## config.mk

```make
export PLATFORM = sky130hd
export DESIGN_NAME = http_header_line_parser
export DESIGN_NICKNAME = d
export VERILOG_FILES = /design/src/hhlp_pkg.sv /design/src/hhlp_step.sv /design/src/http_header_line_parser.sv
export VERILOG_INCLUDE_DIRS = /design/src /design/src/src
export SDC_FILE = /design/constraint.sdc
export NUM_CORES = 1
export LEC_CHECK = 0
export ABC_CLOCK_PERIOD_IN_PS = 3500
export BUFFER_PORTS_ARGS = -buffer_cell sky130_fd_sc_hd__buf_2
export CAP_MARGIN = 30
export CORE_MARGIN = 3
export CORE_UTILIZATION = 38
export DETAILED_ROUTE_END_ITERATION = 10
export GPL_TIMING_DRIVEN = 0
export MAX_ROUTING_LAYER = met4
export SYNTH_ARGS = -nofsm -noshare
export SYNTH_HDL_FRONTEND = slang
export SYNTH_HIERARCHICAL = 1
export SYNTH_SLANG_ARGS = --single-unit
```

## constraint.sdc

```tcl
create_clock -name clk -period 3.5 [get_ports clk]
set_clock_uncertainty 0.1 [all_clocks]
set_input_delay 0.35 -clock clk [delete_from_list [all_inputs] [get_ports clk]]
set_output_delay 0.35 -clock clk [all_outputs]
set_load 0.1 [all_outputs]
```

## src/http_header_line_parser_assert.svh

```systemverilog
// Assertion macros for the HTTP header line parser.
// Needs a clock named clk and an active-high reset named rst in the including scope.
`ifndef HTTP_HEADER_LINE_PARSER_ASSERT_SVH
`define HTTP_HEADER_LINE_PARSER_ASSERT_SVH
`ifndef NO_ASSERTIONS
`define HHLP_ASSERT_SAME(label, cond, prop) \
  label: assert property (@(posedge clk) disable iff (rst) (cond) |-> (prop)) \
    else $error("hhlp assertion failed");
`define HHLP_ASSERT_NEXT(label, cond, prop) \
  label: assert property (@(posedge clk) disable iff (rst) (cond) |=> (prop)) \
    else $error("hhlp assertion failed");
`else
`define HHLP_ASSERT_SAME(label, cond, prop)
`define HHLP_ASSERT_NEXT(label, cond, prop)
`endif
`endif

```

## src/hhlp_pkg.sv

```systemverilog
// Package for the HTTP header line parser: phase and status codes, byte constants,
// the result struct and the byte class helpers. Depends on nothing.
package hhlp_pkg;

  typedef enum logic [2:0] {
    PH_LINE_START,
    PH_NAME,
    PH_AFTER_COLON,
    PH_VALUE,
    PH_AFTER_CR,
    PH_ERROR
  } phase_t;

  typedef enum logic [1:0] {
    ST_MORE,
    ST_DONE,
    ST_ERR
  } status_t;

  localparam int FIELD_BITS = 12;

  localparam logic [7:0] CH_CR    = 8'h0d;
  localparam logic [7:0] CH_LF    = 8'h0a;
  localparam logic [7:0] CH_COLON = 8'h3a;
  localparam logic [7:0] CH_DASH  = 8'h2d;
  localparam logic [7:0] CH_UNDER = 8'h5f;
  localparam logic [7:0] CH_SPACE = 8'h20;

  typedef struct packed {
    status_t               status;
    logic [7:0]            out_byte;
    logic                  empty_line;
    logic [FIELD_BITS-1:0] name_offset;
    logic [FIELD_BITS-1:0] name_length;
    logic [FIELD_BITS-1:0] value_offset;
    logic [FIELD_BITS-1:0] value_length;
  } result_t;

  function automatic logic is_upper(input logic [7:0] c);
    return c inside {[8'h41:8'h5a]};
  endfunction

  function automatic logic is_name_byte(input logic [7:0] c);
    return is_upper(c) || (c inside {[8'h61:8'h7a], [8'h30:8'h39], CH_DASH, CH_UNDER});
  endfunction

  function automatic logic [7:0] lower_byte(input logic [7:0] c);
    return is_upper(c) ? (c | 8'h20) : c;
  endfunction

endpackage

```

## src/hhlp_step.sv

```systemverilog
// Next-state and result logic of the HTTP header line parser for one byte.
// Depends on hhlp_pkg.
module hhlp_step #(
  parameter int POSITION_BITS = 12
) (
  input  hhlp_pkg::phase_t           phase,
  input  logic [POSITION_BITS-1:0]   line_position,
  input  logic [POSITION_BITS-1:0]   name_start,
  input  logic [POSITION_BITS-1:0]   name_len,
  input  logic [POSITION_BITS-1:0]   value_start,
  input  logic [POSITION_BITS-1:0]   value_len,
  input  logic                       seen_name,
  input  logic [7:0]                 in_byte,
  output hhlp_pkg::phase_t           phase_next,
  output logic [POSITION_BITS-1:0]   line_position_next,
  output logic [POSITION_BITS-1:0]   name_start_next,
  output logic [POSITION_BITS-1:0]   name_len_next,
  output logic [POSITION_BITS-1:0]   value_start_next,
  output logic [POSITION_BITS-1:0]   value_len_next,
  output logic                       seen_name_next,
  output hhlp_pkg::result_t          result
);

  logic             done;
  logic             err;
  logic [7:0]       echo;
  hhlp_pkg::phase_t ph;

  always_comb begin
    ph                 = phase;
    name_start_next    = name_start;
    name_len_next      = name_len;
    value_start_next   = value_start;
    value_len_next     = value_len;
    seen_name_next     = seen_name;
    echo               = in_byte;
    done               = 1'b0;
    err                = 1'b0;
    case (phase)
      hhlp_pkg::PH_LINE_START: begin
        name_start_next  = '0;
        name_len_next    = '0;
        value_start_next = '0;
        value_len_next   = '0;
        seen_name_next   = 1'b0;
        if (hhlp_pkg::is_name_byte(in_byte)) begin
          echo            = hhlp_pkg::lower_byte(in_byte);
          name_start_next = line_position;
          seen_name_next  = 1'b1;
          ph              = hhlp_pkg::PH_NAME;
        end else if (in_byte == hhlp_pkg::CH_CR) begin
          ph = hhlp_pkg::PH_AFTER_CR;
        end else if (in_byte == hhlp_pkg::CH_LF) begin
          done = 1'b1;
        end else if (in_byte != hhlp_pkg::CH_SPACE) begin
          err = 1'b1;
        end
      end
      hhlp_pkg::PH_NAME: begin
        if (hhlp_pkg::is_name_byte(in_byte)) begin
          echo = hhlp_pkg::lower_byte(in_byte);
        end else if (in_byte == hhlp_pkg::CH_COLON) begin
          name_len_next = line_position - name_start;
          ph            = hhlp_pkg::PH_AFTER_COLON;
        end else if (in_byte == hhlp_pkg::CH_CR) begin
          ph = hhlp_pkg::PH_AFTER_CR;
        end else begin
          err = 1'b1;
        end
      end
      hhlp_pkg::PH_AFTER_COLON: begin
        if (in_byte == hhlp_pkg::CH_SPACE) begin
          ph = hhlp_pkg::PH_AFTER_COLON;
        end else if (in_byte == hhlp_pkg::CH_CR) begin
          value_start_next = line_position;
          value_len_next   = '0;
          ph               = hhlp_pkg::PH_AFTER_CR;
        end else if (in_byte == hhlp_pkg::CH_LF) begin
          value_start_next = line_position;
          value_len_next   = '0;
          done             = 1'b1;
        end else begin
          value_start_next = line_position;
          ph               = hhlp_pkg::PH_VALUE;
        end
      end
      hhlp_pkg::PH_VALUE: begin
        if (in_byte == hhlp_pkg::CH_CR) begin
          value_len_next = line_position - value_start;
          ph             = hhlp_pkg::PH_AFTER_CR;
        end else if (in_byte == hhlp_pkg::CH_LF) begin
          value_len_next = line_position - value_start;
          done           = 1'b1;
        end
      end
      hhlp_pkg::PH_AFTER_CR: begin
        if (in_byte == hhlp_pkg::CH_LF) begin
          done = 1'b1;
        end else begin
          err = 1'b1;
        end
      end
      default: begin
        err = 1'b1;
      end
    endcase

    // The last position the counter holds must finish the line.
    if (!done && !err && (&line_position)) begin
      err = 1'b1;
    end

    result              = '0;
    result.out_byte     = echo;
    line_position_next  = line_position + 1'b1;
    phase_next          = ph;
    if (err) begin
      phase_next         = hhlp_pkg::PH_ERROR;
      line_position_next = line_position;
      result.status      = hhlp_pkg::ST_ERR;
    end else if (done) begin
      phase_next          = hhlp_pkg::PH_LINE_START;
      line_position_next  = '0;
      result.status       = hhlp_pkg::ST_DONE;
      result.empty_line   = !seen_name_next;
      result.name_offset  = hhlp_pkg::FIELD_BITS'(name_start_next);
      result.name_length  = hhlp_pkg::FIELD_BITS'(name_len_next);
      result.value_offset = hhlp_pkg::FIELD_BITS'(value_start_next);
      result.value_length = hhlp_pkg::FIELD_BITS'(value_len_next);
    end else begin
      result.status = hhlp_pkg::ST_MORE;
    end
  end

endmodule

```

## src/http_header_line_parser.sv

```systemverilog
// HTTP header line parser: one header byte in, one status item out per byte.
// Depends on hhlp_pkg, hhlp_step and http_header_line_parser_assert.svh.
//
// The block gives one result item per byte, in the cycle after the byte is
// accepted, from a result register. A new byte is taken in every cycle in which
// the result register is empty or its item is being taken, so it takes one byte
// per clock while the output takes every item; the parse state and the result are
// computed from the accepted byte in a single pass of logic. After an error the
// status stays error until reset, and a line that reaches the last position the
// position counter holds without ending gives an error.
module http_header_line_parser #(
  parameter int POSITION_BITS = 12
) (
  input  logic        clk,
  input  logic        rst,
  input  logic        s_tvalid,
  output logic        s_tready,
  input  logic [7:0]  s_tdata,   // in_byte
  output logic        m_tvalid,
  input  logic        m_tready,
  // out_byte [7:0], empty_line [8], name_offset [20:9], name_length [32:21],
  // value_offset [44:33], value_length [56:45], zeros [63:57]
  output logic [63:0] m_tdata,
  output logic [1:0]  m_tuser    // status
);

  `include "http_header_line_parser_assert.svh"

  hhlp_pkg::phase_t         phase;
  hhlp_pkg::phase_t         phase_next;
  logic [POSITION_BITS-1:0] line_position;
  logic [POSITION_BITS-1:0] line_position_next;
  logic [POSITION_BITS-1:0] name_start;
  logic [POSITION_BITS-1:0] name_start_next;
  logic [POSITION_BITS-1:0] name_len;
  logic [POSITION_BITS-1:0] name_len_next;
  logic [POSITION_BITS-1:0] value_start;
  logic [POSITION_BITS-1:0] value_start_next;
  logic [POSITION_BITS-1:0] value_len;
  logic [POSITION_BITS-1:0] value_len_next;
  logic                     seen_name;
  logic                     seen_name_next;
  hhlp_pkg::result_t        result_next;
  hhlp_pkg::result_t        result;
  logic                     accept;

  assign s_tready = !m_tvalid || m_tready;
  assign accept   = s_tvalid && s_tready;

  hhlp_step #(
    .POSITION_BITS(POSITION_BITS)
  ) u_step (
    .phase              (phase),
    .line_position      (line_position),
    .name_start         (name_start),
    .name_len           (name_len),
    .value_start        (value_start),
    .value_len          (value_len),
    .seen_name          (seen_name),
    .in_byte            (s_tdata),
    .phase_next         (phase_next),
    .line_position_next (line_position_next),
    .name_start_next    (name_start_next),
    .name_len_next      (name_len_next),
    .value_start_next   (value_start_next),
    .value_len_next     (value_len_next),
    .seen_name_next     (seen_name_next),
    .result             (result_next)
  );

  always_ff @(posedge clk) begin
    if (rst) begin
      phase         <= hhlp_pkg::PH_LINE_START;
      line_position <= '0;
      name_start    <= '0;
      name_len      <= '0;
      value_start   <= '0;
      value_len     <= '0;
      seen_name     <= 1'b0;
      m_tvalid      <= 1'b0;
    end else begin
      if (accept) begin
        phase         <= phase_next;
        line_position <= line_position_next;
        name_start    <= name_start_next;
        name_len      <= name_len_next;
        value_start   <= value_start_next;
        value_len     <= value_len_next;
        seen_name     <= seen_name_next;
        m_tvalid      <= 1'b1;
      end else if (m_tready) begin
        m_tvalid <= 1'b0;
      end
    end
  end

  always_ff @(posedge clk) begin
    if (accept) begin
      result <= result_next;
    end
  end

  assign m_tuser = result.status;
  assign m_tdata = {7'b0, result.value_length, result.value_offset, result.name_length,
                    result.name_offset, result.empty_line, result.out_byte};

  `HHLP_ASSERT_NEXT(a_err_sticks, accept && result_next.status == hhlp_pkg::ST_ERR,
                    phase == hhlp_pkg::PH_ERROR)
  `HHLP_ASSERT_SAME(a_err_state_reports, accept && phase == hhlp_pkg::PH_ERROR,
                    result_next.status == hhlp_pkg::ST_ERR)
  `HHLP_ASSERT_NEXT(a_done_restarts, accept && result_next.status == hhlp_pkg::ST_DONE,
                    line_position == '0 && phase == hhlp_pkg::PH_LINE_START)

endmodule
```

==> flow_metrics.py, run 1 <==
metrics = {
    "worst_setup_path": {
        "worst_setup_path_start_kind": "flip-flop",
        "path_max_fanout": 11,
        "r2r-start": "line_position[1]",
        "path_class": "flip-flop to flip-flop",
        "ff2ff_path_depth": 8,
        "endpoint_kind": "flip-flop",
        "worstPathRequired_ns": 3.58,
        "reg2reg_slack_ns": 0.37,
        "r2r-end": "m_tdata[54]",
        "arrival_ns": 3.21,
    },
    "synthesis": {
        "ys_ff_latch": 124,
        "synth_top_family_by_area": "compound AO/OA/AOI/OAI gates",
        "synth_cell_types": 69,
        "postSynthAreaPerCell_um2": 9.35,
        "synth-simple-area-share_pct": 19.6,
        "synth_area_leaders": "edfxtp_1 23%, dfxtp_1 17%, nand3_1 5.7%",
        "syn_inst": 809,
        "ys_seq_area_share_pct": 40.6,
        "synth.area.mux_share_pct": 0.397,
        "synth-compound-area-share_pct": 25.5,
        "yosysTopAreaCell": "edfxtp_1",
        "synth_warnings": 6,
        "synth_top_cell_area_share_pct": 23.4,
        "synth_ff_type": "dfxtp_1",
        "synth_area_um2": 7570,
        "synth-xor-area-share_pct": 2.08,
        "synthAdderAreaFrac_pct": 4.33,
        "synthArstFlopShare_pct": 0,
        "synth_edf_count": 59,
    },
    "placement": {
        "portBuffers": 66,
        "globalplace.congestion": 0.926,
        "hpwl_um": 14600,
        "placed_area_um2": 8260,
    },
    "sta": {
        "tightest_slew_ns": 0.997,
        "holdWs_ns": 0.131,
        "setup_viol": 0,
        "slew_headroom_pct": 32.6,
        "rsz0062_at_grt": "no",
        "finalHoldViolCount": 0,
        "fin_crit_ns": 3.13,
        "slew_viol_final": 0,
        "fin_crit_sh_pct": 89.5,
        "fmax_ghz": 0.319,
    },
    "pwr": {
        "power.ir.vdd_worst_uv": 342,
        "leakage_nw": 3.23,
        "power_density_nw_per_um2": 437,
    },
    "detailed_routing": {
        "drt-pass1-iter-count": 7,
        "via_count": 6400,
        "routedWlPerCell_um": 17.6,
        "drt_iter0_drc": 435,
        "via_per_inst": 5.43,
        "wl_um": 20700,
        "ant_nets": 0,
        "drc_errors": 0,
    },
    "layout": {
        "fin_nets": 942,
        "area_growth_pct": 17.0,
        "final_area_um2": 8860,
        "utilization_pct": 46.3,
        "antenna_cells": 0,
        "drive_above_1_share_pct": 24.8,
        "mostFrequentLayoutCells": "88 x buf_2, 86 x nand3_1, 71 x a21oi_1, 65 x dfxtp_1, 59 x edfxtp_1",
        "layout_commonest_cell": "buf_2",
    },
    "min_path": {
        "hold_path.class": "input pin to flip-flop",
        "holdPathEnd": "m_tdata[1]",
        "holdPathStages": 2,
        "min_from": "s_tdata[1]",
    },
    "cts": {
        "cts_resized": 0,
        "cts_tree": "yes",
        "cts_num_sinks": 124,
        "path_clk_slew_ns": 0.06,
        "htree_levels": 4,
        "cts_buffer_depth": 2,
        "clock-root-buffer": "clkbuf_16",
        "clkLatencyLatePin_ns": 0.43,
        "cts_buffers": 17,
    },
    "floorplan": {
        "rows": 50,
        "die_w_um": 147,
        "start_util_pct": 39.5,
        "ioPinCount": 80,
        "die_y_um": 147,
        "die-area_um2": 21600,
        "core_um2": 19100,
    },
    "grt": {
        "grt_pass1_wl_um": 33300,
        "grt_overflow": 0,
        "grt_max_degree": 60,
        "grt_use_total_pct": 19.9,
        "antenna_found_initial": 0,
        "grt_pass1_vias": 6201,
    },
    "outcome": {
        "status": "finished clean",
    },
    "run": {
        "maxCapViolCount": 0,
    },
}
[synthesized netlist by cell type, drive strengths merged (4+ instances only)]
cell type and instances:
nor3 10, a211oi 4, inv 35, buf 48, nand3b 5, nand2 35, nand4 6, nor3b 7
o21a 4, o31ai 4, a31oi 4, a22o 17, nor2 27, a21oi 94, ha 23, or2 4
nor2b 7, o21ai 36, or3 6, a21bo 64, nand2b 8, a21o 4, clkbuf 29, xnor2 11
nor4 7, dfxtp 65, and2 43, and3 7, nand3 86, edfxtp 59, xor2 7
[worst max-delay path, cell delays in order, from the launching register on]
cell,delay [ns]
dfxtp_1,0.72
ha_1,0.33
nor2b_1,0.13
o21a_1,0.17
o21ai_0,0.51
a211oi_1,0.18
or3_1,0.34
a32o_1,0.27
and2_1,0.14
[through the flow]
stage | setup WS, ns | instances | setup TNS, ns | total power, mW
floorplan | 0.520 | 815 | 0 | 2.11
global placement | -0.505 | 1141 | -13.82 | 2.23
detailed placement | 0.136 | 1142 | 0 | 2.24
CTS | 0.405 | 1177 | 0 | 3.90
global route | 0.190 | 1178 | 0 | 4.01
finish | 0.366 | 1178 | 0 | 3.87
[how the worst max path moves through the flow]
stage | end | cells after the start | slack, ns | from
floorplan | m_tdata[0] | 5 | 0.52 | m_tvalid
global placement | phase[1] | 9 | -0.50 | phase[1]
detailed placement | m_tuser[1] | 11 | 0.14 | s_tdata[3]
CTS | m_tdata[54] | 8 | 0.41 | line_position[1]
global route | m_tdata[54] | 8 | 0.19 | line_position[1]
finish | m_tdata[54] | 8 | 0.37 | line_position[1]
[state kept, by name, indices dropped and copies added, names as in the netlist]
signal	flops
line_position	12
m_tdata	57
m_tuser	2
m_tvalid	1
name_len	12
name_start	12
phase	3
seen_name	1
value_len	12
value_start	12
[cells by family (layout without fill, tap and decap cells)]
| family | count (synthesis) | count (layout) |
|---|---|---|
| flip-flops | 124 | 124 |
| AND/OR/NAND/NOR | 269 | 269 |
| adder cells (fa/ha/maj) | 25 | 25 |
| AO/OA/AOI/OAI | 257 | 257 |
| buffers and inverters | 112 | 215 |
| XOR/XNOR | 18 | 18 |
| other | 1 | 7 |
| multiplexers | 3 | 3 |
[layer usage]
metal	up-vias	wire length [µm]	global-route usage [%]
met5	-	0	-
met4	0	635	9.23
met3	37	957	2.99
met2	171	9670	31.1
met1	3077	9430	25.5
li1	3115	-	-
[layout make-up]
cell class                      instances  area, µm²
Inverter                               35        131
Tap cell                              260        325
Fill cell                            1919      10300
Clock buffer                           20        468
Sequential cell                       124       3070
Multi-Input combinational cell        579       3960
Clock inverter                         12       88.8
Timing Repair Buffer                   71        378
Buffer                                 77        429
[where the power goes]
group / switching (mW) / internal [mW]
combinational: 0.513 / 0.118
sequential: 0.0195 / 1.56
clock: 0.695 / 0.969
[timing repair]
action / in CTS / in global routing
setup buffers: 0 / 0
endpoints found under the hold margin: 3 / 1
hold buffers: 3 / 1
Note: power is estimated with default switching activity, not from simulation.
==> run 2, diff against run 1 <==
--- a/config.mk
+++ b/config.mk
@@ -6,6 +6,7 @@
 export SDC_FILE = /design/constraint.sdc
 export NUM_CORES = 1
 export LEC_CHECK = 0
+export ABC_AREA = 1
 export ABC_CLOCK_PERIOD_IN_PS = 3500
 export BUFFER_PORTS_ARGS = -buffer_cell sky130_fd_sc_hd__buf_2
 export CAP_MARGIN = 30
@@ -14,6 +15,7 @@
 export DETAILED_ROUTE_END_ITERATION = 10
 export GPL_TIMING_DRIVEN = 0
 export MAX_ROUTING_LAYER = met4
+export SKIP_CTS_REPAIR_TIMING = 1
 export SYNTH_ARGS = -nofsm -noshare
 export SYNTH_HDL_FRONTEND = slang
 export SYNTH_HIERARCHICAL = 1
==> flow_metrics.py, run 2 <==
metrics = {
    "cts": {
        "cts_buffer_depth": 2,
        "clock-root-buffer": "clkbuf_16",
        "cts_buffers": 17,
        "htree_levels": 4,
        "clkLatencyLatePin_ns": 0.43,
        "cts_tree": "yes",
        "cts_num_sinks": 124,
        "path_clk_slew_ns": 0.06,
    },
    "floorplan": {
        "die_w_um": 151,
        "die-area_um2": 22900,
        "start_util_pct": 39.2,
        "die_y_um": 151,
        "rows": 52,
        "core_um2": 20500,
        "ioPinCount": 80,
    },
    "placement": {
        "post-place-ws_ns": 0.932,
        "portBuffers": 71,
        "dp.cells": 1495,
        "hpwl_um": 16600,
        "globalplace.congestion": 0.920,
    },
    "grt": {
        "grt_pass1_vias": 6968,
        "grt_max_degree": 28,
        "antenna_found_initial": 0,
        "grt_pass1_wl_um": 36500,
        "grt_use_total_pct": 21.0,
        "grt_overflow": 0,
    },
    "synthesis": {
        "yosys-top-cells-count": "305 x nand2_1, 146 x inv_1, 135 x a21oi_1",
        "synthArstFlopShare_pct": 0,
        "synth_cell_types": 48,
        "synth_most_common_cell": "nand2_1",
        "syn_inst": 1146,
        "ys_ff_latch": 124,
        "synth_area_um2": 8030,
        "synth_warnings": 6,
        "synth_top_cell_area_share_pct": 22.1,
        "synth_edf_count": 59,
        "synth_ff_type": "dfxtp_1",
        "yosysTopAreaCell": "edfxtp_1",
        "synth_area_leaders": "edfxtp_1 22%, dfxtp_1 16%, nand2_1 14%",
        "ys_seq_area_share_pct": 38.3,
        "postSynthAreaPerCell_um2": 7.00,
    },
    "layout": {
        "largest_reg_flops": 57,
        "mostFrequentLayoutCells": "305 x nand2_1, 146 x inv_1, 134 x a21oi_1, 125 x nor2_1, 108 x nand3_1",
        "area_growth_pct": 17.3,
        "layout_commonest_cell": "nand2_1",
        "fin_cells": 1527,
        "fin_nets": 1281,
        "antenna_cells": 0,
        "drive_above_1_share_pct": 16.2,
    },
    "pwr": {
        "leakage_nw": 4.44,
        "power.ir.vdd_worst_uv": 366,
        "power_density_nw_per_um2": 516,
        "p_total_mw": 4.86,
    },
    "sta": {
        "fin_ws_ns": 0.909,
        "finalHoldViolCount": 0,
        "fin_crit_sh_pct": 74.0,
        "setup_viol": 0,
        "fmax_ghz": 0.386,
        "rsz0062_at_grt": "no",
        "slew_viol_final": 0,
        "tightest_slew_ns": 0.667,
        "slew_headroom_pct": 55.5,
        "fin_crit_ns": 2.59,
    },
    "detailed_routing": {
        "drt-pass1-iter-count": 7,
        "routedWlPerCell_um": 15.0,
        "drt_iter0_drc": 557,
        "wl_um": 23000,
        "ant_nets": 0,
        "drc_errors": 0,
        "via_per_inst": 4.94,
        "via_count": 7539,
    },
    "worst_setup_path": {
        "worst_setup_path_start_kind": "flip-flop",
        "path_max_fanout": 10,
        "path_class": "flip-flop to flip-flop",
        "endpoint_kind": "flip-flop",
        "worstPathRequired_ns": 3.72,
        "arrival_ns": 2.81,
    },
    "run": {
        "maxCapViolCount": 0,
    },
    "min_path": {
        "hold_path.class": "input pin to flip-flop",
    },
    "outcome": {
        "status": "finished clean",
    },
}
[run 2: cell types whose count changed after synthesis, sizes merged, moves of 8 or more]
cell / delta
a21bo: -64
a21oi: +42
a22o: -17
and2: -42
buf: +10
clkbuf: -18
inv: +122
nand2: +275
nand2b: -8
nand3: +33
nor2: +103
o2111ai: +9
o21ai: -18
[run 2: cells by family (layout without fill, tap and decap cells)]
group           after synthesis  in the layout  synth area share, %
compound gates              175            175                 11.9
xor+xnor                     10             10                 1.09
other cells                   1              7               0.0467
buf+inv                     228            333                 13.2
fa+ha+maj                    25             25                 4.08
flops                       124            124                 38.3
simple gates                583            583                 31.4
[run 2: final timing paths]
check | cells past startpoint | start | slack (ns) | to
setup / recovery | 11 | line_position[1] | 0.91 | line_position[9]
hold / removal | 2 | rst | 0.1 | m_tvalid
setup reg to reg | 11 | line_position[1] | 0.91 | line_position[9]
hold reg to reg | 2 | line_position[11] | 0.38 | line_position[11]
[run 2: area by class of cell]
| cell class | instances | area, µm² |
|---|---|---|
| tap | 270 | 338 |
| clock inverter | 14 | 191 |
| sequential | 124 | 3070 |
| clock buffer | 18 | 429 |
| timing repair buffer | 73 | 395 |
| fill | 2140 | 11100 |
| buffer | 69 | 462 |
| inverter | 159 | 599 |
| multi-input combinational | 800 | 3930 |
[run 2: where the power goes]
part | switching [mW] | internal [mW]
sequential | 0.0885 | 1.61
combinational | 0.905 | 0.367
clock | 0.697 | 1.19
total | 1.69 | 3.17
[run 2: worst max-delay path: stages, from the launching register on]
cell,delay [ns]
dfxtp_1,0.72
ha_1,0.29
nand2_1,0.12
nor2_1,0.25
nand3_1,0.18
clkbuf_1,0.26
o2111ai_1,0.25
nand2_1,0.08
inv_1,0.06
nand3_1,0.07
nand2_1,0.07
nor2_1,0.04
[run 2: stage by stage]
step                instance area, µm²  TNS (ns)  util, %  hold WS [ns]
floorplan                         8050         0        -         0.319
detailed placement                8790         0     42.9         0.365
global placement                  8750    -16.02     42.7         0.357
global route                      9410         0     45.9        0.0701
finish                            9410         0     45.9        0.0985
CTS                               9410         0     45.9        0.0690
[run 2: metal layers]
| metal | vias up | track usage, % | part of all wire, % |
|---|---|---|---|
| li1 | 3873 | - | - |
| met2 | 225 | 32.5 | 45 |
| met3 | 33 | 3.47 | 6.0 |
| met5 | - | - | 0 |
| met1 | 3408 | 28.4 | 47 |
| met4 | 0 | 6.30 | 1.8 |
